$ cat src/hdl/base62_pair_key_encoder_assert.svh
// ----------------------------------------------------------------------------
// Base-62 pair key encoder assertion macros
// Shared property forms for the checks at the end of the top level.
// ----------------------------------------------------------------------------
`ifndef BASE62_PAIR_KEY_ENCODER_ASSERT_SVH
`define BASE62_PAIR_KEY_ENCODER_ASSERT_SVH

// The consequent must hold in the same cycle as the antecedent.
`define B62PK_ASSERT_SAME(label, clk, rst, ante, cons, msg) \
  label: assert property (@(posedge clk) disable iff (rst) (ante) |-> (cons)) \
    else $error(msg);

// The consequent must hold in the cycle after the antecedent.
`define B62PK_ASSERT_NEXT(label, clk, rst, ante, cons, msg) \
  label: assert property (@(posedge clk) disable iff (rst) (ante) |=> (cons)) \
    else $error(msg);

`endif

$ cat src/hdl/b62pk_pkg.sv
// ----------------------------------------------------------------------------
// Base-62 pair key encoder package
// Types, constants and digit helpers shared by the encoder modules.
// ----------------------------------------------------------------------------
package b62pk_pkg;

  localparam int ValueWidth   = 64;
  localparam int NumDigits    = 11;
  localparam int MaxLowDigits = 10;
  localparam int BitsPerStage = 8;
  localparam int NumStages    = ValueWidth / BitsPerStage;
  localparam int CountWidth   = 4;

  localparam logic [5:0] DigitHalf  = 6'd31;
  localparam logic [5:0] TenDigit   = 6'd10;
  localparam logic [5:0] UpperEnd   = 6'd36;
  localparam logic [7:0] AsciiZero  = 8'd48;
  localparam logic [7:0] UpperBias  = 8'd55;
  localparam logic [7:0] LowerBias  = 8'd61;
  localparam logic [3:0] MaxLowCode = 4'd10;

  typedef logic [NumDigits-1:0][5:0] digit_vec_t;

  typedef struct packed {
    logic [ValueWidth-1:0] a_rem;
    logic [ValueWidth-1:0] b_rem;
    digit_vec_t            a_dig;
    digit_vec_t            b_dig;
  } conv_data_t;

  // Doubles a base-62 number and adds one bit; each carry depends only on
  // the old value of the digit below, so there is no ripple.
  function automatic digit_vec_t shift_in_bit(digit_vec_t d, logic b);
    digit_vec_t r;
    logic       c;
    logic [5:0] t;
    c = b;
    for (int i = 0; i < NumDigits; i++) begin
      t    = (d[i] >= DigitHalf) ? (d[i] - DigitHalf) : d[i];
      r[i] = {t[4:0], c};
      c    = (d[i] >= DigitHalf);
    end
    return r;
  endfunction

  function automatic logic [7:0] digit_char(logic [5:0] d);
    logic [7:0] r;
    if (d < TenDigit) begin
      r = AsciiZero + {2'b00, d};
    end else if (d < UpperEnd) begin
      r = UpperBias + {2'b00, d};
    end else begin
      r = LowerBias + {2'b00, d};
    end
    return r;
  endfunction

endpackage

$ cat src/hdl/b62pk_conv_stage.sv
// ----------------------------------------------------------------------------
// Base-62 conversion stage
// Shifts eight bits of each value into its base-62 digit vector.
// ----------------------------------------------------------------------------
module b62pk_conv_stage (
  input  logic                   clk,
  input  logic                   rst,
  input  logic                   in_valid,
  output logic                   in_ready,
  input  b62pk_pkg::conv_data_t  in_data,
  output logic                   out_valid,
  input  logic                   out_ready,
  output b62pk_pkg::conv_data_t  out_data
);

  b62pk_pkg::conv_data_t data_next;

  always_comb begin
    data_next       = in_data;
    data_next.a_rem = in_data.a_rem << b62pk_pkg::BitsPerStage;
    data_next.b_rem = in_data.b_rem << b62pk_pkg::BitsPerStage;
    for (int k = 0; k < b62pk_pkg::BitsPerStage; k++) begin
      data_next.a_dig = b62pk_pkg::shift_in_bit(data_next.a_dig,
                                                in_data.a_rem[b62pk_pkg::ValueWidth-1-k]);
      data_next.b_dig = b62pk_pkg::shift_in_bit(data_next.b_dig,
                                                in_data.b_rem[b62pk_pkg::ValueWidth-1-k]);
    end
  end

  assign in_ready = !out_valid || out_ready;

  always_ff @(posedge clk) begin
    if (rst) begin
      out_valid <= 1'b0;
    end else if (in_ready) begin
      out_valid <= in_valid;
    end
  end

  always_ff @(posedge clk) begin
    if (in_ready && in_valid) begin
      out_data <= data_next;
    end
  end

endmodule

$ cat config.mk
export PLATFORM = sky130hd
export DESIGN_NAME = b62pk_conv_stage
export DESIGN_NICKNAME = d
export VERILOG_FILES = /design/src/hdl/base62_pair_key_encoder_assert.svh /design/src/hdl/b62pk_pkg.sv /design/src/hdl/b62pk_conv_stage.sv
export SDC_FILE = /design/constraint.sdc
export NUM_CORES = 1
export LEC_CHECK = 0
export BUFFER_PORTS_ARGS = -buffer_cell sky130_fd_sc_hd__buf_2
export CAP_MARGIN = 20
export CORE_ASPECT_RATIO = 0.8
export CORE_MARGIN = 5
export CORE_UTILIZATION = 45
export DETAILED_ROUTE_END_ITERATION = 7
export GPL_TIMING_DRIVEN = 0
export PLACE_DENSITY_LB_ADDON = 0.08
export SLEW_MARGIN = 10
export SYNTH_ARGS = -nofsm -noshare
export SYNTH_HDL_FRONTEND = slang
export SYNTH_SLANG_ARGS = --single-unit
$ cat constraint.sdc
create_clock -name clk -period 21.2 [get_ports clk]
set_input_delay 5.3 -clock clk [delete_from_list [all_inputs] [get_ports clk]]
set_output_delay 5.3 -clock clk [all_outputs]
set_load 0.01 [all_outputs]
After elaboration in Yosys (flattened, before gate mapping)
Index checks and enable logic that the tools add are counted.
- add/sub/neg operators: 176
- $lt $le $gt $ge: 176
- muxes and demuxes: 176
- reduce and logical (&&, ||, !) cells: 3
- operators by type and width (kind ; count):
    greater-or-equal comparator 6 x 5 -> 1 bit, second input constant ; 176
    2-to-1 mux 5 bit ; 176
    subtractor 5 bit, second input constant ; 176
    logical AND 1 bit ; 1
    logical NOT 1 bit ; 1
    logical OR 1 bit ; 1
- flip-flop bits (word level): 245
- input bits: 264

Longest topological paths before layout
- depth in word-level cells: 16
- gate-level depth with buffers: 48
- depth with buffers taken out: 47

Worst setup path after synthesis
No wires, ideal clock.
- path kind: input port to flip-flop
- start: input port in_data[30] in the netlist's numbering
- end: register out_data[38] in the netlist's numbering, data pin
- arrival time: 14.410 ns
- data required time: 20.940 ns
- slack: 6.531 ns
- cell stages on the path: 44
- buffers on the path: 2
- cell sequence: ha_1 clkbuf_1 a41oi_4 xnor2_1 ha_1 nor2b_1 a32o_1 o21a_1 nor2_1 clkinv_1 xnor2_1 ha_1 nand2_1 nor4_2 o21ai_2 inv_1 ha_1 o211ai_1 [8 not listed] ha_1 o211ai_2 nand2_1 xor2_1 ha_1 nor3b_1 a2bb2oi_1 o31ai_2 buf_2 xnor2_1 ha_1 nand2_1 a211oi_1 a31oi_1 o311a_1 nor3_1 nor2_2 mux2_2
- RTL lines (element ; line ; text):
    start, declared ; b62pk_conv_stage.sv:10 ; input b62pk_pkg::conv_data_t in_data,
    end signal, assigned ; b62pk_conv_stage.sv:42 ; out_data <= data_next;
    end, declared ; b62pk_conv_stage.sv:13 ; output b62pk_pkg::conv_data_t out_data

==> metrics <==
setup slack after layout between 4 and 5 ns; Die ar. 97300 um^2; total track usage 22.84%; crit path kind in -> reg; H-tree levels 1; final WL around 120000 um; dpl hpwl 96650 um; switch share roughly 50%; Reg-to-Reg Start out_valid; critical path peak fanout 10; initial cell density of the core 45.16%; CP Capture Point out_data[40]; DR pass1 iterations 6; Slew headroom 38.28%; Final nets 5930; via count 40911; Worst-Margin Slew 0.9188 ns; status finished clean; internal reg-to-reg setup slack 18.73 ns; clock share of power a little over a tenth; Num CTS Buffers 31; ys async rst share 0%; antenna-violating nets left 0; Synth cell types approximately 150; first-pass GRT wire length 192200 um; Setup Buffers After CTS 0; Post-Route Utilization 50.69%; Pint 2.571 mW; Final Slew Violations 0; core area 90800 um^2; CP Launch Type input port; CTS root buffer clkbuf_16; Pwr Density roughly 110 nW/um^2; Mapped Cells 4980; #FFs+latches synth roughly 250; layout cell share with drive strength beyond 1 19.98%; Area Growth Syn to Fin 12.24%; Final Cycle Share between 70 and 80%; Final setup violation count 0; largest net degree at the start of global routing 53; Crit Reg-Reg Endpoint out_data[61]; CP startpoint in_data[30]; critical path's most frequent cell ha_1; Worst Setup End Kind flip-flop; Top Ports 526; CTS max path bufs 3; Arrival @ worst endpoint 16.79 ns; Skew-Pair Late Insertion Delay between 0.6 and 0.7 ns; NetSw 2.515 mW; Worst Clk Skew between 0.02 and 0.025 ns; fmax 61.05 MHz; Placed Cells 6669; IR Drop Worst-Case VDD 0.06248 mV; Seq/Total Area, Yosys 17.92%; Cell Rows 99; post-place setup slack 4.263 ns; met3 Track Usage GR 3.120%; hold_buf cts 0; Worst EP required 21.61 ns; final std cells w/o fill 6736; IO buf count 458; Seq pwr share 16.8%; syn avg cell area 8.234 um^2; total power 5.086 mW; vias per inst just over 6; met2 usage 35.31%; clk sink count 245; combinational share of power 72.6%; 1st-iter DRT viols roughly 2700; TNS Setup 0 ns; Netlist Area Pre-Place 41010 um^2; die width 347.5 um; Yosys warnings 0; Slowest Stage Delay on Critical Path 0.71 ns; filler cell count in the final layout approximately 8900; Pleak 18.09 nW; Reg clk slew, reported paths 0.06 ns; grt peak-use layer met2; Hold WC Path Type reg -> reg; post-CTS sizing 0; die height 280 um; met1 GRT Util 34.45%; max_cap viols 0; final estimated routing congestion in global placement 0.8878; CTS tree yes; worst reg2reg path depth 5; global route overflow 0; antenna violations before repair 23; Post-synth EDFFs 244; RSZ-0062 raised after global routing no; Slowest-stage cell, CP o41ai_4; number of global-route vias before repair about 37000; drt drc 0; DR WL/cell 17.81 um; Post-synth top flop edfxtp_1; Final Hold Violating Endpoints 0; Tmin final 16.38 ns
[Yosys cell counts (28+ instances only)]
| library cell | instances | area, um^2 |
|---|---|---|
| and3_1 | 113 | 706.9 |
| o21ai_0 | 240 | 1201 |
| nand2b_1 | 60 | 375.4 |
| clkbuf_1 | 53 | 198.9 |
| nor4_1 | 28 | 175.2 |
| ha_1 | 176 | 2202 |
| o21a_1 | 72 | 540.5 |
| o21ai_1 | 33 | 165.2 |
| a211oi_1 | 89 | 668.1 |
| nand3_1 | 216 | 1081 |
| or2_2 | 51 | 319.1 |
| edfxtp_1 | 244 | 7327 |
| o211a_1 | 35 | 350.3 |
| o2111ai_1 | 41 | 359.1 |
| and2_1 | 78 | 488.0 |
| nor2_1 | 223 | 837.1 |
| inv_1 | 218 | 818.3 |
| nor3_1 | 124 | 620.6 |
| inv_2 | 33 | 123.9 |
| buf_4 | 30 | 225.2 |
| nand4_1 | 79 | 494.2 |
| a31oi_1 | 90 | 563.0 |
| mux2i_1 | 248 | 2482 |
| nor3b_1 | 29 | 217.7 |
| a21boi_0 | 29 | 217.7 |
| xnor2_1 | 245 | 2146 |
| nand2_1 | 464 | 1742 |
| o31ai_1 | 48 | 360.4 |
| mux2_2 | 137 | 1543 |
| nor2b_1 | 46 | 287.8 |
| a21o_1 | 57 | 427.9 |
| a211o_1 | 34 | 297.8 |
| buf_2 | 72 | 360.4 |
| xor2_1 | 79 | 691.9 |
| a21oi_1 | 264 | 1321 |
| o211ai_1 | 91 | 683.2 |
[layer usage]
| metal | vias up | part of all wire [%] |
|---|---|---|
| li1 | 20572 | - |
| met1 | 19284 | 50 |
| met2 | 946 | 43 |
| met3 | 95 | 5.7 |
| met4 | 14 | 1.5 |
| met5 | - | 0.077 |
[power by group through the flow]
stage / registers, mW / clock network [mW] / logic, mW
after floorplan: 0.931 / 0 / 2.70
after global placement: 0.875 / 0 / 3.62
after detailed placement: 0.865 / 0 / 3.66
after CTS: 0.857 / 0.554 / 3.68
after global routing: 0.867 / 0.574 / 4.08
final: 0.854 / 0.538 / 3.69
[registers in the layout (all words and copies together) (netlist names)]
signal / cells
out_data: 244
out_valid: 1
[worst min-delay path by stage]
stage               from         to  cells past startpoint
6_report       out_valid  out_valid                      2
5_1_grt        out_valid  out_valid                      2
4_1_cts        out_valid  out_valid                      2
3_5_place_dp   out_valid  out_valid                      2
3_3_place_gp   out_valid  out_valid                      2
2_1_floorplan  out_valid  out_valid                      2
[final cells by class]
cell class / instances / area (um^2) / share of cell area, %
antenna: 13 / 32.53 / 0.07068
buffer: 165 / 853.3 / 1.854
clock buffer: 37 / 798.3 / 1.734
clock inverter: 17 / 210.2 / 0.4567
inverter: 262 / 1003 / 2.180
multi-input combinational: 4323 / 31860 / 69.23
sequential: 245 / 7347 / 15.96
tap: 1212 / 1516 / 3.295
timing repair buffer: 462 / 2402 / 5.220
[worst max-delay path, delay by kind of cell]
family                   cells  cell delay [ns]
AO/OA/AOI/OAI               13             3.40
AND/OR/NAND/NOR             11             2.45
adder cells (fa/ha/maj)      8             2.39
XOR/XNOR                     7             1.76
buffers and inverters        7             1.50
[stage by stage]
stage	hold WS (ns)	instance area (um^2)
floorplan	0.5930	41060
finish	0.6321	46030
global placement	0.5796	44870
CTS	0.6255	45990
global route	0.7001	46000
detailed placement	0.6153	44980
[cell families after synthesis]
kind of cell	after synthesis	synth area share (%)
compound gates	1680	32.18
xor+xnor	328	7.106
fa+ha+maj	176	5.370
buf+inv	427	4.528
flops	245	17.92
mux	421	11.09
other cells	1	0.009145
simple gates	1702	21.80
[cell usage in the layout, fill, tap and decap left out, types with 57 or more instances in the layout]
| master | netlist | final |
|---|---|---|
| a31oi_1 | 90 | 90 |
| and2_1 | 78 | 77 |
| nor3_1 | 124 | 124 |
| xnor2_1 | 245 | 245 |
| o21ai_0 | 240 | 240 |
| nand3_1 | 216 | 216 |
| o21a_1 | 72 | 72 |
| nand4_1 | 79 | 79 |
| mux2i_1 | 248 | 248 |
| mux2_2 | 137 | 137 |
| nand2b_1 | 60 | 60 |
| a21oi_1 | 264 | 264 |
| clkbuf_1 | 53 | 59 |
| nand2_1 | 464 | 464 |
| xor2_1 | 79 | 79 |
| o211ai_1 | 91 | 91 |
| ha_1 | 176 | 176 |
| inv_1 | 218 | 218 |
| a21o_1 | 57 | 57 |
| and3_1 | 113 | 113 |
| nor2_1 | 223 | 223 |
| buf_2 | 72 | 530 |
| edfxtp_1 | 244 | 244 |
| a211oi_1 | 89 | 89 |
Note: power is estimated with default switching activity, not from simulation.
